==> src/sv/bsf_pkg.sv <==
// ----------------------------------------------------------------------------
// bsf_pkg: shared types and constants for the bracket strip and trim filter
// Payload structs, register indexes, bracket codes and the whitespace test.
// ----------------------------------------------------------------------------
package bsf_pkg;

  localparam int DEPTH_MAX_DEF     = 255;
  localparam int PENDING_DEPTH_DEF = 32;

  // queue between front and back
  localparam int QUEUE_DEPTH = 2;
  localparam int QUEUE_PTR_W = $clog2(QUEUE_DEPTH);
  localparam int QUEUE_CNT_W = $clog2(QUEUE_DEPTH + 1);

  // configuration register indexes
  localparam int CFG_IDX_W = 2;
  localparam logic [CFG_IDX_W-1:0] REG_STRIP_SQUARE = 2'd0;
  localparam logic [CFG_IDX_W-1:0] REG_STRIP_ROUND  = 2'd1;
  localparam logic [CFG_IDX_W-1:0] REG_TRIM_ENABLE  = 2'd2;

  localparam logic [7:0] CH_SQ_OPEN  = 8'h5B;  // '['
  localparam logic [7:0] CH_SQ_CLOSE = 8'h5D;  // ']'
  localparam logic [7:0] CH_RD_OPEN  = 8'h28;  // '('
  localparam logic [7:0] CH_RD_CLOSE = 8'h29;  // ')'
  localparam logic [7:0] CH_SPACE    = 8'h20;
  localparam logic [7:0] CH_TAB      = 8'h09;
  localparam logic [7:0] CH_CR       = 8'h0D;

  typedef struct packed {
    logic [7:0] char_in;
    logic       end_of_string;
  } req_t;

  typedef struct packed {
    logic [7:0] char_out;
    logic       has_char;
    logic       last;
    logic       trim_overflow;
  } rsp_t;

  // classified byte handed from front to back
  typedef struct packed {
    logic [7:0] ch;
    logic       keep;
    logic       eos;
  } cmd_t;

  function automatic logic is_blank(input logic [7:0] c);
    is_blank = (c == CH_SPACE) || ((c >= CH_TAB) && (c <= CH_CR));
  endfunction

endpackage

==> src/sv/bsf_front.sv <==
// ----------------------------------------------------------------------------
// bsf_front: bracket tracking front end
// Keeps the two depth counters and marks each byte as kept or dropped.
// ----------------------------------------------------------------------------
module bsf_front #(
  parameter int DEPTH_MAX = bsf_pkg::DEPTH_MAX_DEF
) (
  input  logic          clk,
  input  logic          rst,
  input  logic          strip_square,
  input  logic          strip_round,
  input  logic          req_valid,
  output logic          req_ready,
  input  bsf_pkg::req_t req_data,
  output logic          cmd_valid,
  input  logic          cmd_ready,
  output bsf_pkg::cmd_t cmd
);

  localparam int DW = $clog2(DEPTH_MAX + 1);
  localparam logic [DW-1:0] DMAX = DW'(DEPTH_MAX);

  logic [DW-1:0] square_depth, square_depth_next;
  logic [DW-1:0] round_depth, round_depth_next;
  logic          keep;
  logic [7:0]    c;

  assign c = req_data.char_in;

  always_comb begin
    keep              = 1'b0;
    square_depth_next = square_depth;
    round_depth_next  = round_depth;
    if (strip_square && c == bsf_pkg::CH_SQ_OPEN) begin
      if (square_depth < DMAX) square_depth_next = square_depth + 1'b1;
    end else if (strip_square && c == bsf_pkg::CH_SQ_CLOSE) begin
      if (square_depth != '0) square_depth_next = square_depth - 1'b1;
      else keep = 1'b1;
    end else if (strip_round && c == bsf_pkg::CH_RD_OPEN) begin
      if (round_depth < DMAX) round_depth_next = round_depth + 1'b1;
    end else if (strip_round && c == bsf_pkg::CH_RD_CLOSE) begin
      if (round_depth != '0) round_depth_next = round_depth - 1'b1;
      else keep = 1'b1;
    end else if (square_depth == '0 && round_depth == '0) begin
      keep = 1'b1;
    end
    // string end clears depths
    if (req_data.end_of_string) begin
      square_depth_next = '0;
      round_depth_next  = '0;
    end
  end

  assign req_ready = cmd_ready;
  assign cmd_valid = req_valid;
  assign cmd       = '{ch: c, keep: keep, eos: req_data.end_of_string};

  always_ff @(posedge clk) begin
    if (rst) begin
      square_depth <= '0;
      round_depth  <= '0;
    end else if (req_valid && cmd_ready) begin
      square_depth <= square_depth_next;
      round_depth  <= round_depth_next;
    end
  end

endmodule

==> src/sv/bsf_queue.sv <==
// ----------------------------------------------------------------------------
// bsf_queue: small request queue
// Decouples the front end from the back end.
// ----------------------------------------------------------------------------
module bsf_queue (
  input  logic          clk,
  input  logic          rst,
  input  logic          wr_valid,
  output logic          wr_ready,
  input  bsf_pkg::cmd_t wr_data,
  output logic          rd_valid,
  input  logic          rd_ready,
  output bsf_pkg::cmd_t rd_data
);

  localparam logic [bsf_pkg::QUEUE_PTR_W-1:0] LAST_SLOT =
    bsf_pkg::QUEUE_PTR_W'(bsf_pkg::QUEUE_DEPTH - 1);
  localparam logic [bsf_pkg::QUEUE_CNT_W-1:0] FULL =
    bsf_pkg::QUEUE_CNT_W'(bsf_pkg::QUEUE_DEPTH);

  bsf_pkg::cmd_t                     slots [bsf_pkg::QUEUE_DEPTH];
  logic [bsf_pkg::QUEUE_PTR_W-1:0]   wr_ptr, rd_ptr;
  logic [bsf_pkg::QUEUE_CNT_W-1:0]   count;
  logic                              push, pop;

  assign wr_ready = (count != FULL);
  assign rd_valid = (count != '0);
  assign rd_data  = slots[rd_ptr];
  assign push     = wr_valid && wr_ready;
  assign pop      = rd_valid && rd_ready;

  always_ff @(posedge clk) begin
    if (push) slots[wr_ptr] <= wr_data;
  end

  always_ff @(posedge clk) begin
    if (rst) begin
      wr_ptr <= '0;
      rd_ptr <= '0;
      count  <= '0;
    end else begin
      if (push) wr_ptr <= (wr_ptr == LAST_SLOT) ? '0 : wr_ptr + 1'b1;
      if (pop)  rd_ptr <= (rd_ptr == LAST_SLOT) ? '0 : rd_ptr + 1'b1;
      if (push && !pop)      count <= count + 1'b1;
      else if (pop && !push) count <= count - 1'b1;
    end
  end

endmodule

==> src/sv/bsf_back.sv <==
// ----------------------------------------------------------------------------
// bsf_back: trim engine and result register
// Holds pending whitespace in a circular buffer and emits result items.
// ----------------------------------------------------------------------------
module bsf_back #(
  parameter int PENDING_DEPTH = bsf_pkg::PENDING_DEPTH_DEF
) (
  input  logic          clk,
  input  logic          rst,
  input  logic          trim_enable,
  input  logic          cmd_valid,
  output logic          cmd_ready,
  input  bsf_pkg::cmd_t cmd,
  output logic          rsp_valid,
  input  logic          rsp_ready,
  output bsf_pkg::rsp_t rsp_data
);

  localparam int PW = (PENDING_DEPTH > 1) ? $clog2(PENDING_DEPTH) : 1;
  localparam int CW = $clog2(PENDING_DEPTH + 1);
  localparam logic [PW-1:0] LAST_SLOT = PW'(PENDING_DEPTH - 1);
  localparam logic [CW-1:0] FULL      = CW'(PENDING_DEPTH);
  localparam logic [CW-1:0] ONE       = CW'(1);

  typedef enum logic [1:0] {S_IDLE, S_EXEC, S_FLUSH, S_OVF} state_t;

  state_t        state, state_next;
  bsf_pkg::cmd_t cur;
  logic          seen_text, seen_text_next;
  logic [PW-1:0] head, head_next, head_inc;
  logic [PW-1:0] tail, tail_next, tail_inc;
  logic [CW-1:0] pending_count, pending_count_next;

  logic [7:0]    pending_space [PENDING_DEPTH];
  logic [7:0]    rd_data;
  logic          rd_en, mem_we;
  logic [PW-1:0] rd_addr;

  logic          out_free, emit, done;
  bsf_pkg::rsp_t emit_val;
  logic          emit_char, pend;

  assign out_free = !rsp_valid || rsp_ready;
  assign head_inc = (head == LAST_SLOT) ? '0 : head + 1'b1;
  assign tail_inc = (tail == LAST_SLOT) ? '0 : tail + 1'b1;

  assign emit_char = cur.keep && (!trim_enable || !bsf_pkg::is_blank(cur.ch));
  assign pend      = cur.keep && trim_enable && bsf_pkg::is_blank(cur.ch) &&
                     seen_text && !cur.eos;

  always_comb begin
    state_next         = state;
    cmd_ready          = 1'b0;
    emit               = 1'b0;
    emit_val           = '0;
    mem_we             = 1'b0;
    rd_en              = 1'b0;
    rd_addr            = head;
    head_next          = head;
    tail_next          = tail;
    pending_count_next = pending_count;
    seen_text_next     = seen_text;
    done               = 1'b0;
    unique case (state)
      S_IDLE: begin
        cmd_ready = 1'b1;
        if (cmd_valid) state_next = S_EXEC;
      end
      S_EXEC: begin
        if (emit_char) begin
          if (pending_count != '0) begin
            rd_en      = 1'b1;
            state_next = S_FLUSH;
          end else if (out_free) begin
            emit           = 1'b1;
            emit_val       = '{char_out: cur.ch, has_char: 1'b1, last: cur.eos,
                               trim_overflow: 1'b0};
            seen_text_next = 1'b1;
            done           = 1'b1;
          end
        end else if (pend) begin
          if (pending_count == FULL) begin
            rd_en      = 1'b1;
            state_next = S_OVF;
          end else begin
            mem_we             = 1'b1;
            tail_next          = tail_inc;
            pending_count_next = pending_count + ONE;
            state_next         = S_IDLE;
          end
        end else if (cur.eos) begin
          // nothing emitted: bare end marker
          if (out_free) begin
            emit     = 1'b1;
            emit_val = '{char_out: 8'h00, has_char: 1'b0, last: 1'b1,
                         trim_overflow: 1'b0};
            done     = 1'b1;
          end
        end else begin
          done = 1'b1;
        end
      end
      S_FLUSH: begin
        if (out_free) begin
          emit               = 1'b1;
          emit_val           = '{char_out: rd_data, has_char: 1'b1, last: 1'b0,
                                 trim_overflow: 1'b0};
          head_next          = head_inc;
          pending_count_next = pending_count - ONE;
          if (pending_count != ONE) begin
            rd_en   = 1'b1;
            rd_addr = head_inc;
          end else begin
            state_next = S_EXEC;
          end
        end
      end
      S_OVF: begin
        // buffer full: tail equals head, new byte takes the oldest slot
        if (out_free) begin
          emit       = 1'b1;
          emit_val   = '{char_out: rd_data, has_char: 1'b1, last: 1'b0,
                         trim_overflow: 1'b1};
          mem_we     = 1'b1;
          head_next  = head_inc;
          tail_next  = tail_inc;
          state_next = S_IDLE;
        end
      end
      default: state_next = S_IDLE;
    endcase
    if (done) begin
      state_next = S_IDLE;
      if (cur.eos) begin
        seen_text_next     = 1'b0;
        pending_count_next = '0;
        head_next          = tail;
      end
    end
  end

  always_ff @(posedge clk) begin
    if (mem_we) pending_space[tail] <= cur.ch;
    if (rd_en)  rd_data <= pending_space[rd_addr];
  end

  always_ff @(posedge clk) begin
    if (rst) begin
      state         <= S_IDLE;
      seen_text     <= 1'b0;
      head          <= '0;
      tail          <= '0;
      pending_count <= '0;
      rsp_valid     <= 1'b0;
    end else begin
      state         <= state_next;
      seen_text     <= seen_text_next;
      head          <= head_next;
      tail          <= tail_next;
      pending_count <= pending_count_next;
      if (emit)           rsp_valid <= 1'b1;
      else if (rsp_ready) rsp_valid <= 1'b0;
    end
    if (state == S_IDLE && cmd_valid) cur <= cmd;
    if (emit) rsp_data <= emit_val;
  end

endmodule

==> src/sv/bracket_strip_and_trim_filter.sv <==
// Flow: the front end passes each request straight into the queue; the back end
//   pops one, executes it, and takes the next only when it is done, after any
//   flush of pending bytes, overflow release or stalled result.
// Reset (rst, synchronous): clears depths, trim state, queue and result valid;
//   configuration registers return to 1. Pending buffer contents are not cleared.
// ----------------------------------------------------------------------------
// bracket_strip_and_trim_filter: top level
// Front end tracks bracket depths, a two-entry queue decouples it from the
// back end, which trims whitespace and drives the result register.
// ----------------------------------------------------------------------------
module bracket_strip_and_trim_filter #(
  parameter int DEPTH_MAX     = bsf_pkg::DEPTH_MAX_DEF,
  parameter int PENDING_DEPTH = bsf_pkg::PENDING_DEPTH_DEF
) (
  input  logic                           clk,
  input  logic                           rst,
  // request channel
  input  logic                           req_valid,
  output logic                           req_ready,
  input  bsf_pkg::req_t                  req_data,
  // result channel
  output logic                           rsp_valid,
  input  logic                           rsp_ready,
  output bsf_pkg::rsp_t                  rsp_data,
  // configuration writes
  input  logic                           cfg_valid,
  output logic                           cfg_ready,
  input  logic [bsf_pkg::CFG_IDX_W-1:0]  cfg_index,
  input  logic                           cfg_data
);

  logic          strip_square, strip_round, trim_enable;
  logic          f_valid, f_ready;
  bsf_pkg::cmd_t f_cmd;
  logic          b_valid, b_ready;
  bsf_pkg::cmd_t b_cmd;

  // Config is only to be written while idle (the block does not enforce this), so no ordering against requests.
  assign cfg_ready = 1'b1;

  always_ff @(posedge clk) begin
    if (rst) begin
      strip_square <= 1'b1;
      strip_round  <= 1'b1;
      trim_enable  <= 1'b1;
    end else if (cfg_valid) begin
      unique case (cfg_index)
        bsf_pkg::REG_STRIP_SQUARE: strip_square <= cfg_data;
        bsf_pkg::REG_STRIP_ROUND:  strip_round  <= cfg_data;
        bsf_pkg::REG_TRIM_ENABLE:  trim_enable  <= cfg_data;
        default: ;  // unmapped index: write ignored
      endcase
    end
  end

  // Front: depth counters, keep/drop decision per byte.
  bsf_front #(.DEPTH_MAX(DEPTH_MAX)) u_front (
    .clk          (clk),
    .rst          (rst),
    .strip_square (strip_square),
    .strip_round  (strip_round),
    .req_valid    (req_valid),
    .req_ready    (req_ready),
    .req_data     (req_data),
    .cmd_valid    (f_valid),
    .cmd_ready    (f_ready),
    .cmd          (f_cmd)
  );

  // Queue: lets the front keep accepting while the back flushes.
  bsf_queue u_queue (
    .clk      (clk),
    .rst      (rst),
    .wr_valid (f_valid),
    .wr_ready (f_ready),
    .wr_data  (f_cmd),
    .rd_valid (b_valid),
    .rd_ready (b_ready),
    .rd_data  (b_cmd)
  );

  // Back: pending whitespace buffer, end marker, result register.
  bsf_back #(.PENDING_DEPTH(PENDING_DEPTH)) u_back (
    .clk         (clk),
    .rst         (rst),
    .trim_enable (trim_enable),
    .cmd_valid   (b_valid),
    .cmd_ready   (b_ready),
    .cmd         (b_cmd),
    .rsp_valid   (rsp_valid),
    .rsp_ready   (rsp_ready),
    .rsp_data    (rsp_data)
  );

endmodule

==> config.mk <==
export PLATFORM = sky130hd
export DESIGN_NAME = bracket_strip_and_trim_filter
export DESIGN_NICKNAME = d
export VERILOG_FILES = /design/src/sv/bsf_pkg.sv /design/src/sv/bsf_front.sv /design/src/sv/bsf_queue.sv /design/src/sv/bsf_back.sv /design/src/sv/bracket_strip_and_trim_filter.sv
export SDC_FILE = /design/constraint.sdc
export NUM_CORES = 1
export LEC_CHECK = 0
export BUFFER_PORTS_ARGS = -buffer_cell sky130_fd_sc_hd__buf_2
export CAP_MARGIN = 10
export CORE_MARGIN = 10
export CORE_UTILIZATION = 39
export CTS_BUF_LIST = sky130_fd_sc_hd__clkbuf_16
export DETAILED_ROUTE_END_ITERATION = 16
export GPL_ROUTABILITY_DRIVEN = 0
export GPL_TIMING_DRIVEN = 0
export PLACE_DENSITY = 0.51
export REMOVE_ABC_BUFFERS = 1
export SYNTH_ARGS = -nofsm -noshare
export SYNTH_HDL_FRONTEND = slang
export SYNTH_SLANG_ARGS = --single-unit
==> constraint.sdc <==
create_clock -name clk -period 4.6 [get_ports clk]
set_input_delay 0.69 -clock clk [delete_from_list [all_inputs] [get_ports clk]]
set_output_delay 0.69 -clock clk [all_outputs]
set_load 0.005 [all_outputs]
==> metrics.md, run 1 <==
| Metric | Value |
|---|---|
| First-pass GRT wire length | `51.5 mm` |
| Synth top area share | `61.1%` |
| Drt pass-1 iters | `5` |
| CTS Buf Count | `39` |
| Routed WL per cell | `21.4 µm` |
| Worst Tran Pin Value | `1.27 ns` |
| Post-synthesis cell count | `998` |
| Share of cells above drive strength 1 | `17.7%` |
| Clock Root Buffer | `clkbuf_16` |
| Syn Area/Cell | `15.0 µm²` |
| Initial core utilization | `39.7%` |
| Port Buffers | `29` |
| Max Cap Violations | `0` |
| Core Footprint | `0.0378 mm²` |
| Slew HR | `15.0%` |
| Placed inst area | `0.0158 mm²` |
| Crit path kind | `reg -> reg` |
| Tot GR Track Use | `14.3%` |
| Post-CTS Setup Bufs | `0` |
| R2R Setup Slk | `0.17 ns` |
| Avg Vias per Cell | `5.40` |
| Global route total overflow | `0` |
| Antenna fix cells | `0` |
| Sequential fraction of the synthesis area | `66.9%` |
| Max Slew Vio Count | `0` |
| Post-synth top flop | `edfxtp_1` |
| Starting DRT DRC Count | `529` |
| DP Wirelength | `21.6 mm` |
| Async S/R FF share, synth | `0%` |
| # IOs | `31` |
| Clock transition at the registers of the reported paths | `0.06 ns` |
| Final design area excluding fillers | `0.0172 mm²` |
| Final period utilization | `96.2%` |
| Final clock skew | `0.0161 ns` |
| Power density cells | `519 mW/mm²` |
| Outcome | `finished, final reports clean` |
| Hold Slack | `0.399 ns` |
| Cell taking the most area after synthesis | `edfxtp_1` |
| Number of synthesized flops with an enable pin | `305` |
| Final core occ | `45.6%` |
| Site Rows | `71` |
| CP startpoint kind | `register` |
| Largest net degree at the start of global routing | `42` |
| Total power | `8.93 mW` |
| H-tree depth | `2` |
| Residual DRC | `0` |
| Most common cell in the synthesized netlist | `edfxtp_1` |
| Clock latency on the worst-skew pair | `0.52 ns` |
| TritonCTS clock tree | `done` |
| Setup violators final | `0` |
| Endpoint class of the critical path | `register` |
| Hold Path Class | `in -> reg` |
| Final hold vios | `0` |
| Top cells by count, synth | `edfxtp_1, nor2_1, mux2i_1` |
| Die width | `216 µm` |
| Synth area leaders | `edfxtp_1, mux4_2, dfxtp_1` |
| Leak | `6.02 nW` |
| Vias in the first global route | `8437` |
| Ys Warns | `0` |
| Unique masters post-synth | `76` |
| Routed Antenna Nets | `0` |
| Clock sink count | `348` |
| Area Overhead vs Synth | `14.8%` |
| Final wirelength | `33.7 mm` |
| Die Y-Extent | `216 µm` |
| Arrival @ worst endpoint | `4.57 ns` |
| Seq cells post-synth | `348` |
| Achievable Freq | `226 MHz` |
| Worst VDD drop | `0.000234 V` |
| Vias | `8508` |
| Worst EP required | `4.74 ns` |
| RSZ-0062 raised after global routing | `yes` |
| Die ar. | `0.0467 mm²` |
| Synthesized area | `0.0150 mm²` |
| Crit Path Max Fanout | `34` |
| Max clock buf depth | `3` |
| Antenna violations before repair | `0` |
| Final Critical Period | `4.43 ns` |
| Fin nets | `1086` |
[sequential cells by signal, summed over array words and instances, names as in the netlist]
register,count
u_queue.slots,20
u_queue.rd_ptr,1
u_front.square_depth,8
u_front.round_depth,8
u_back.rsp_data,11
strip_square,1
u_back.head,5
u_back.cur,10
u_back.pending_count,6
u_queue.wr_ptr,1
u_back.pending_space,256
strip_round,1
u_back.seen_text,1
u_back.state,2
u_back.rd_data,8
u_queue.count,2
u_back.rsp_valid,1
trim_enable,1
u_back.tail,5
[cells in the final DEF, fill, tap and decap left out, types with 4 or more instances in the layout]
master     Yosys  routed
nand4_1        7       7
o22ai_1       18      18
buf_2         10      29
nor2_2         0      21
o2111ai_1      4       4
nor2_1        97      76
o22a_1         8       8
dfxtp_1       43      43
clkbuf_16      0      41
ha_1          28      28
inv_1         27      36
a21oi_1       44      44
mux2_2        14      14
and3_1         5       5
nor4_1        13      13
nand3_1       20      20
or3_1         12      12
mux4_2        48      48
nor2b_1       10      10
nand3b_1       9       9
xnor2_1        4       4
a22oi_1       11      11
nand2_1       42      42
xor2_1         6       6
clkinv_1       0       7
clkinv_2       0       4
nor3_1        16      16
nand2b_1       8       8
bufinv_16      0       5
edfxtp_1     305     305
o21ai_1        8       8
buf_16         0      10
a211oi_1       4       4
nor4b_1        5       5
o21ai_0       28      28
mux2i_1       53      53
[report_power, final]
group	internal (mW)	total (mW)	switching (mW)
clock	1.88	3.07	1.19
combinational	0.711	1.64	0.927
sequential	3.93	4.22	0.290
total	6.52	8.93	2.41
[per-stage QoR]
stage	cells	setup slack, ns	TNS (ns)
finish	1577	0.175	0
global route	1577	-0.142	-8.45
CTS	1572	0.0993	0
detailed placement	1504	0.124	0
global placement	1495	-1.49	-11.23
floorplan	955	0.460	0
[final timing paths]
check                                          to  cells after the start                     start
max reg2reg  u_back.pending_space[0][0]$_DFFE_PP_                      7   u_back.cur[8]$_DFFE_PP_
min reg2reg              strip_round$_SDFFE_PP1P_                      2  strip_round$_SDFFE_PP1P_
max          u_back.pending_space[0][0]$_DFFE_PP_                      7   u_back.cur[8]$_DFFE_PP_
min                 u_queue.slots[0][3]$_DFFE_PP_                      1               req_data[2]
[timing repair]
action	4_1_cts	5_1_grt
resized for setup	0	21
endpoints found under the setup margin	0	232
hold buffers	0	0
[metal layers]
metal | vias to the layer above | GRT usage, % | share of wire (%)
met5 | - | 0 | 0
met4 | 0 | 4.10 | 2.2
met3 | 52 | 2.36 | 4.2
met2 | 181 | 22.7 | 47
met1 | 4286 | 19.8 | 47
li1 | 3989 | - | -
[area by class of cell]
cell class,instances,area (µm²)
Clock buffer,41,1030
Inverter,27,101
Multi-Input combinational cell,580,4680
Fill cell,3314,20500
Sequential cell,348,10000
Clock inverter,27,246
Tap cell,511,639
Timing Repair Buffer,43,490
[cell families (layout without fill, tap and decap cells)]
group	count (synthesis)	in the layout	share of synthesized area, %
compound gates	156	156	6.66
xor+xnor	10	10	0.584
fa+ha+maj	30	30	2.61
buf+inv	70	138	2.24
flops	348	348	66.9
mux	117	117	12.1
other cells	1	1	0.0250
simple gates	266	266	8.97
[worst max-delay path: stages (launching register included)]
cell and delay (ns):
edfxtp_1 0.87, nor4b_1 0.44, o2111ai_1 0.42, nor2_1 0.43
nand3_1 0.34, nand2_1 0.30, nand2_1 0.42, nor2_1 0.82
Power figures use the tool's default switching activity.
==> inputs of run 2 (changes only) <==
Settings changed: CORE_UTILIZATION 39 to 55, PLACE_DENSITY 0.51 to 0.68.
==> run 2 against run 1 <==
Net effect: maximum frequency is 2.3% higher; clock skew rose by 0.0031 ns; combinational power fell by 9%; non-clock buffer count is 4 lower; clock power decreased by 5%; utilization is 17 points higher; global-route usage increased by 4.2 points; cell area is 2.7% lower; largest power group unchanged; highest routed layer unchanged.
==> metrics.md, run 2 (same netlist as run 1, synthesis figures left out) <==
| Metric | Value |
|---|---|
| Setup crit end | `u_back.pending_space[8][2]$_DFFE_PP_ (was u_back.pending_space[0][0]$_DFFE_PP_)` |
| Worst EP required | `4.75 ns (was 4.74 ns)` |
| Residual DRC | `0 (unchanged)` |
| Die Y-Extent | `185 µm (was 216 µm)` |
| Hold Slack | `0.397 ns (was 0.399 ns)` |
| First-pass GRT wire length | `48.6 mm (was 51.5 mm)` |
| Share of cells above drive strength 1 | `15.4% (was 17.7%)` |
| Final hold vios | `0 (unchanged)` |
| Hold Path Class | `in -> reg (unchanged)` |
| Antenna violations before repair | `0 (unchanged)` |
| Post-CTS Hold Fix Bufs | `0 (unchanged)` |
| Drt pass-1 iters | `5 (unchanged)` |
| Global route total overflow | `0 (unchanged)` |
| # IOs | `31 (unchanged)` |
| Tot GR Track Use | `18.5% (was 14.3%)` |
| Worst VDD drop | `0.000287 V (was 0.000234 V)` |
| H-tree depth | `2 (unchanged)` |
| Largest registers | `u_back.pending_space (256), u_queue.slots (20), u_back.rsp_data (11) (unchanged)` |
| TritonCTS clock tree | `done (unchanged)` |
| Crit path from | `u_back.cur[6]$_DFFE_PP_ (was u_back.cur[8]$_DFFE_PP_)` |
| Largest net degree at the start of global routing | `42 (unchanged)` |
| Setup TNS | `0 ns (unchanged)` |
| Routed Antenna Nets | `0 (unchanged)` |
| Arrival @ worst endpoint | `4.47 ns (was 4.57 ns)` |
| Max Slew Vio Count | `0 (unchanged)` |
| Die width | `185 µm (was 216 µm)` |
| Final clock skew | `0.0192 ns (was 0.0161 ns)` |
| Delay-heaviest family, CP | `simple AND/OR/NAND/NOR gates (unchanged)` |
| Avg Vias per Cell | `6.19 (was 5.40)` |
| Max clock buf depth | `3 (unchanged)` |
| Routed WL per cell | `22.7 µm (was 21.4 µm)` |
| CP startpoint kind | `register (unchanged)` |
| Die ar. | `0.0342 mm² (was 0.0467 mm²)` |
| Fin nets | `1080 (was 1086)` |
| Biggest register | `u_back.pending_space (unchanged)` |
| Core Footprint | `0.0269 mm² (was 0.0378 mm²)` |
| Site Rows | `60 (was 71)` |
| Clock latency on the worst-skew pair | `0.52 ns (about the same)` |
| Post-CTS Setup Bufs | `0 (unchanged)` |
| Reg-to-reg startpoint | `u_back.cur[6]$_DFFE_PP_ (was u_back.cur[8]$_DFFE_PP_)` |
| Outcome | `finished, final reports clean (unchanged)` |
| Port Buffers | `29 (unchanged)` |
| Crit path buf inv count | `0 (unchanged)` |
| Leak | `5.93 nW (was 6.02 nW)` |
| Most common cell after layout, fill and taps aside | `edfxtp_1 (unchanged)` |
| Clock Root Buffer | `clkbuf_16 (unchanged)` |
| Post-CTS Resized | `0 (unchanged)` |
| Max Cap Violations | `0 (unchanged)` |
| Crit-path slowest cell | `edfxtp_1 (unchanged)` |
| RSZ-0062 raised after global routing | `yes (unchanged)` |
| Final wirelength | `31.8 mm (was 33.7 mm)` |
| R2r endpoint | `u_back.pending_space[8][2]$_DFFE_PP_ (was u_back.pending_space[0][0]$_DFFE_PP_)` |
| Worst Tran Pin Value | `1.20 ns (was 1.27 ns)` |
| Worst-path cell chain | `nor4b_1, o2111ai_1, nor2_1, nand3_1, nand2_1, nand2_1, nor2_1 (unchanged)` |
| Setup violators final | `0 (unchanged)` |
| R2R Setup Slk | `0.27 ns (was 0.17 ns)` |
| Number of flip-flops in the largest register | `256 (unchanged)` |
| Vias in the first global route | `8492 (was 8437)` |
| Clock transition at the registers of the reported paths | `0.06 ns (about the same)` |
| Commonest cells after routing, fill and taps aside | `edfxtp_1, nor2_1, mux2i_1 (unchanged)` |
| Vias | `8672 (was 8508)` |
| Antenna fix cells | `0 (unchanged)` |
| Endpoint class of the critical path | `register (unchanged)` |
| Critical path depth in cells | `7 (unchanged)` |
| Achievable Freq | `231 MHz (was 226 MHz)` |
| Final period utilization | `94.1% (was 96.2%)` |
| Power density cells | `518 mW/mm² (was 519 mW/mm²)` |
| Clock sink count | `348 (unchanged)` |
| Crit path kind | `reg -> reg (unchanged)` |
| R2R cell count | `7 (unchanged)` |
| DP Wirelength | `19.6 mm (was 21.6 mm)` |
| Slew HR | `19.8% (was 15.0%)` |
| Final Critical Period | `4.33 ns (was 4.43 ns)` |
| Starting DRT DRC Count | `865 (was 529)` |
| CTS Buf Count | `37 (was 39)` |
| Crit Path Max Fanout | `34 (unchanged)` |
| Critical path's largest stage delay | `0.86 ns (was 0.87 ns)` |
| Area Overhead vs Synth | `11.8% (was 14.8%)` |
| Initial core utilization | `55.8% (was 39.7%)` |
==> run 2: changes by cell type in the layout (fill, tap and decap cells not counted), sizes merged <==
cell / change
buf: -4
clkbuf: -3
bufinv: -1
inv: +2
clkinvlp: +1
==> run 2: per-layer routing <==
| layer | GRT usage (%) | vias to the layer above | part of all wire [%] | wire length, µm |
|---|---|---|---|---|
| li1 | - | 3975 | - | - |
| met1 | 24.8 | 4355 | 43 | 13800 |
| met2 | 30.5 | 282 | 48 | 15400 |
| met3 | 3.00 | 60 | 5.8 | 1830 |
| met4 | 5.36 | 0 | 2.4 | 769 |
| met5 | 0 | - | 0 | 0 |
==> run 2: worst min path at each step <==
stage / to / from / depth (start not counted)
detailed placement: strip_round$_SDFFE_PP1P_ / strip_round$_SDFFE_PP1P_ / 2
CTS: u_queue.slots[0][8]$_DFFE_PP_ / req_data[7] / 1
floorplan: strip_round$_SDFFE_PP1P_ / strip_round$_SDFFE_PP1P_ / 2
global placement: strip_round$_SDFFE_PP1P_ / strip_round$_SDFFE_PP1P_ / 2
global route: u_queue.slots[0][8]$_DFFE_PP_ / req_data[7] / 1
finish: u_queue.slots[1][9]$_DFFE_PP_ / req_data[8] / 1
==> run 2: where the power goes <==
part           internal [mW]  switching [mW]
registers               3.93           0.333
clock network           1.73            1.20
logic                  0.645           0.841
==> run 2: through the flow <==
step           total power [mW]  utilization [%]  cell area (µm²)  cells  setup slack [ns]
6_report                   8.68             62.3            16700   1402             0.272
5_1_grt                    9.00             62.3            16700   1402           -0.0405
4_1_cts                    8.64             61.9            16600   1397            0.0860
3_5_place_dp               5.74             57.5            15500   1330            0.0932
3_3_place_gp               5.67             57.0            15300   1325             -1.32
2_1_floorplan              5.17                -            14800    955             0.460
==> run 2: layout make-up <==
cell class                 instances  area, µm²
clock buffer                      38        951
clock inverter                    29        245
fill                            1967      10100
inverter                          27        101
multi-input combinational        580       4630
sequential                       348      10000
tap                              341        427
timing repair buffer              39        375
==> inputs of run 3 (changes only) <==
Settings changed: SYNTH_HIERARCHICAL from default to 1.
==> run 3 against run 2 <==
Net effect: sequential share of layout area fell by 2.8 points; total power increased by 8.7%; clock skew is 0.0010 ns lower; largest power group unchanged; clock-buffer cell count is 1 lower.
==> metrics.md, run 3 <==
| Metric | Value |
|---|---|
| Port Buffers | `29 (unchanged)` |
| Worst-path cell chain | `ha_1, and3_1, ha_1, nor2_1, a2111oi_1, o32ai_4, buf_16, nand2_1, o221ai_1, o22ai_1, a211oi_2 (was nor4b_1, o2111ai_1, nor2_1, nand3_1, nand2_1, nand2_1, nor2_1)` |
| Worst VDD drop | `0.000228 V (was 0.000287 V)` |
| Dpl ws | `-0.402 ns (was 0.0932 ns)` |
| Avg Vias per Cell | `6.14 (was 6.19)` |
| Drt pass-1 iters | `5 (unchanged)` |
| Area Overhead vs Synth | `10.8% (was 11.8%)` |
| Number of synthesized flops with an enable pin | `305 (unchanged)` |
| Max Slew Vio Count | `0 (unchanged)` |
| Leak | `6.30 nW (was 5.93 nW)` |
| Final core occ | `61.5% (was 62.3%)` |
| Starting DRT DRC Count | `975 (was 865)` |
| Site Rows | `62 (was 60)` |
| Post-synth top flop | `edfxtp_1 (unchanged)` |
| Die ar. | `0.0361 mm² (was 0.0342 mm²)` |
| Clock Root Buffer | `clkbuf_16 (unchanged)` |
| RSZ-0062 raised after global routing | `yes (unchanged)` |
| Crit path buf inv count | `1 (was 0)` |
| Synthesized area | `0.0159 mm² (was 0.0150 mm²)` |
| Top cells by count, synth | `edfxtp_1, nand2_1, mux2i_1 (was edfxtp_1, nor2_1, mux2i_1)` |
| Core Footprint | `0.0286 mm² (was 0.0269 mm²)` |
| Worst Tran Pin Value | `1.20 ns (about the same)` |
| Share of cells above drive strength 1 | `11.1% (was 15.4%)` |
| Synth area leaders | `edfxtp_1, dfxtp_1, mux2i_1 (was edfxtp_1, mux4_2, dfxtp_1)` |
| R2R cell count | `11 (was 7)` |
| Final wirelength | `36.2 mm (was 31.8 mm)` |
| Routed Antenna Nets | `0 (unchanged)` |
| Setup violators final | `0 (unchanged)` |
| Slew HR | `19.7% (was 19.8%)` |
| Syn Area/Cell | `12.7 µm² (was 15.0 µm²)` |
| GR peak layer | `met2 (unchanged)` |
| Die width | `190 µm (was 185 µm)` |
| Clock transition at the registers of the reported paths | `0.06 ns (about the same)` |
| TritonCTS clock tree | `done (unchanged)` |
| Seq cells post-synth | `349 (was 348)` |
| Clock sink count | `349 (was 348)` |
| Reg-to-reg startpoint | `u_back/head[1]$_SDFF_PP0_ (was u_back.cur[6]$_DFFE_PP_)` |
| DP Wirelength | `23.2 mm (was 19.6 mm)` |
| Number of flip-flops in the largest register | `256 (unchanged)` |
| Initial core utilization | `55.5% (was 55.8%)` |
| # IOs | `31 (unchanged)` |
| Max clock buf depth | `3 (unchanged)` |
| Tot GR Track Use | `19.9% (was 18.5%)` |
| Vias | `10200 (was 8672)` |
| Met2 usage | `32.6% (was 30.5%)` |
| Final period utilization | `97.7% (was 94.1%)` |
| Largest net degree at the start of global routing | `59 (was 42)` |
| Final hold vios | `0 (unchanged)` |
| Delay-heaviest family, CP | `compound AO/OA/AOI/OAI gates (was simple AND/OR/NAND/NOR gates)` |
| Ys Warns | `6 (was 0)` |
| H-tree depth | `2 (unchanged)` |
| Endpoint class of the critical path | `register (unchanged)` |
| Residual DRC | `0 (unchanged)` |
| Most common cell in the synthesized netlist | `edfxtp_1 (unchanged)` |
| Most frequent CP cell | `ha_1` |
| Final Critical Period | `4.49 ns (was 4.33 ns)` |
| R2R Setup Slk | `0.11 ns (was 0.27 ns)` |
| Worst hold stages | `1 (unchanged)` |
| Synth top area share | `57.6% (was 61.1%)` |
| Achievable Freq | `223 MHz (was 231 MHz)` |
| Arrival @ worst endpoint | `4.72 ns (was 4.47 ns)` |
| Outcome | `finished, final reports clean (unchanged)` |
| Largest registers | `u_back/pending_space (256), u_queue/slots (20), u_back/rsp_data (11) (was u_back.pending_space (256), u_queue.slots (20), u_back.rsp_data (11))` |
| Crit path kind | `reg -> reg (unchanged)` |
| Cell taking the most area after synthesis | `edfxtp_1 (unchanged)` |
| Antenna fix cells | `0 (unchanged)` |
| Crit-path slowest cell | `a2111oi_1 (was edfxtp_1)` |
| R2r endpoint | `u_back/rd_data[2]$_DFFE_PP_ (was u_back.pending_space[8][2]$_DFFE_PP_)` |
| Hold Path Class | `in -> reg (unchanged)` |
| Hold EP | `u_queue/slots[1][9]$_DFFE_PP_ (was u_queue.slots[1][9]$_DFFE_PP_)` |
| Final worst-path setup slack | `0.108 ns (was 0.272 ns)` |
| Power density cells | `536 mW/mm² (was 518 mW/mm²)` |
| Most common cell after layout, fill and taps aside | `edfxtp_1 (unchanged)` |
| Clock latency on the worst-skew pair | `0.51 ns (was 0.52 ns)` |
| Post-synthesis cell count | `1249 (was 998)` |
| Final clock skew | `0.0182 ns (was 0.0192 ns)` |
| Critical path's largest stage delay | `0.73 ns (was 0.86 ns)` |
| Total power | `9.44 mW (was 8.68 mW)` |
| First-pass GRT wire length | `56.3 mm (was 48.6 mm)` |
| Async S/R FF share, synth | `0% (unchanged)` |
| Global route total overflow | `0 (unchanged)` |
| Vias in the first global route | `9921 (was 8492)` |
| Unique masters post-synth | `92 (was 76)` |
| Routed WL per cell | `21.7 µm (was 22.7 µm)` |
| Sequential fraction of the synthesis area | `63.1% (was 66.9%)` |
| Hold Path Origin | `req_data[8] (unchanged)` |
| Commonest cells after routing, fill and taps aside | `edfxtp_1, nand2_1, mux2i_1 (was edfxtp_1, nor2_1, mux2i_1)` |
| Met3 GRT Util | `2.33% (was 3.00%)` |
| CP startpoint kind | `register (unchanged)` |
| Antenna violations before repair | `0 (unchanged)` |
| CTS Buf Count | `37 (unchanged)` |
| Fin nets | `1303 (was 1080)` |
| Die Y-Extent | `190 µm (was 185 µm)` |
| Max Cap Violations | `0 (unchanged)` |
| Met1 usage | `27.0% (was 24.8%)` |
| Worst EP required | `4.82 ns (was 4.75 ns)` |
| Biggest register | `u_back/pending_space (was u_back.pending_space)` |
| Crit Path Max Fanout | `26 (was 34)` |
==> run 3: how the worst max path moves through the flow <==
stage | slack [ns] | depth (start not counted) | start | to
final | 0.11 | 11 | u_back/head[1]$_SDFF_PP0_ | u_back/rd_data[2]$_DFFE_PP_
after global routing | -0.02 | 6 | u_back/cur[7]$_DFFE_PP_ | u_back/pending_space[12][6]$_DFFE_PP_
after CTS | 0.005 | 11 | u_back/head[1]$_SDFF_PP0_ | u_back/rd_data[2]$_DFFE_PP_
after detailed placement | -0.40 | 11 | u_back/head[1]$_SDFF_PP0_ | u_back/rd_data[2]$_DFFE_PP_
after global placement | -5.70 | 8 | rsp_ready | u_back/rd_data[1]$_DFFE_PP_
after floorplan | -2.15 | 7 | u_back/pending_count[4]$_SDFF_PP0_ | u_back/rd_data[6]$_DFFE_PP_
==> run 3: timing repair <==
| action | CTS | global route |
|---|---|---|
| gates cloned | 0 | 0 |
| pin swaps | 0 | 0 |
| hold buffers | 0 | 0 |
| resized for setup | 1 | 1 |
| buffers inserted | 0 | 0 |
| setup endpoints to repair | 7 | 21 |
==> run 3: metrics by stage <==
step	std cells	hold slack (ns)	cell area (µm²)	setup TNS [ns]
2_1_floorplan	1171	0.440	15400	-16.59
3_3_place_gp	1584	0.468	16000	-46.50
3_5_place_dp	1596	0.479	16400	-1.98
4_1_cts	1662	0.394	17500	0
5_1_grt	1667	0.409	17600	-0.137
6_report	1667	0.414	17600	0
==> run 3: per-layer routing <==
metal	share of wire (%)	vias to the layer above	routed length (µm)
met4	2.5	0	903
li1	-	4788	-
met5	0	-	0
met1	43	5050	15700
met3	5.3	57	1920
met2	49	343	17600
==> run 3: final cells by class <==
cell class	instances	area, µm²
clock buffers	37	926
clock inverters	29	164
fillers	2163	11000
inverters	46	173
multi-input cells	776	5250
flip-flops and latches	349	10000
well taps	384	480
repair buffers	46	586
==> run 3: kinds of logic after synthesis <==
| family | count (synthesis) | share of synthesized area (%) |
|---|---|---|
| AOI/OAI and AO/OA | 245 | 11.5 |
| xor gates and xnor gates | 10 | 0.551 |
| adders and majority gates | 30 | 2.46 |
| buffers and inverters | 124 | 4.10 |
| DFF | 349 | 63.1 |
| muxes | 91 | 5.87 |
| other | 1 | 0.0236 |
| and+or+nand+nor | 399 | 12.4 |
==> run 3: report_power, final <==
| group | internal (mW) | switching (mW) |
|---|---|---|
| logic | 0.989 | 1.47 |
| clock network | 1.52 | 1.15 |
| registers | 3.95 | 0.358 |
| total | 6.46 | 2.98 |
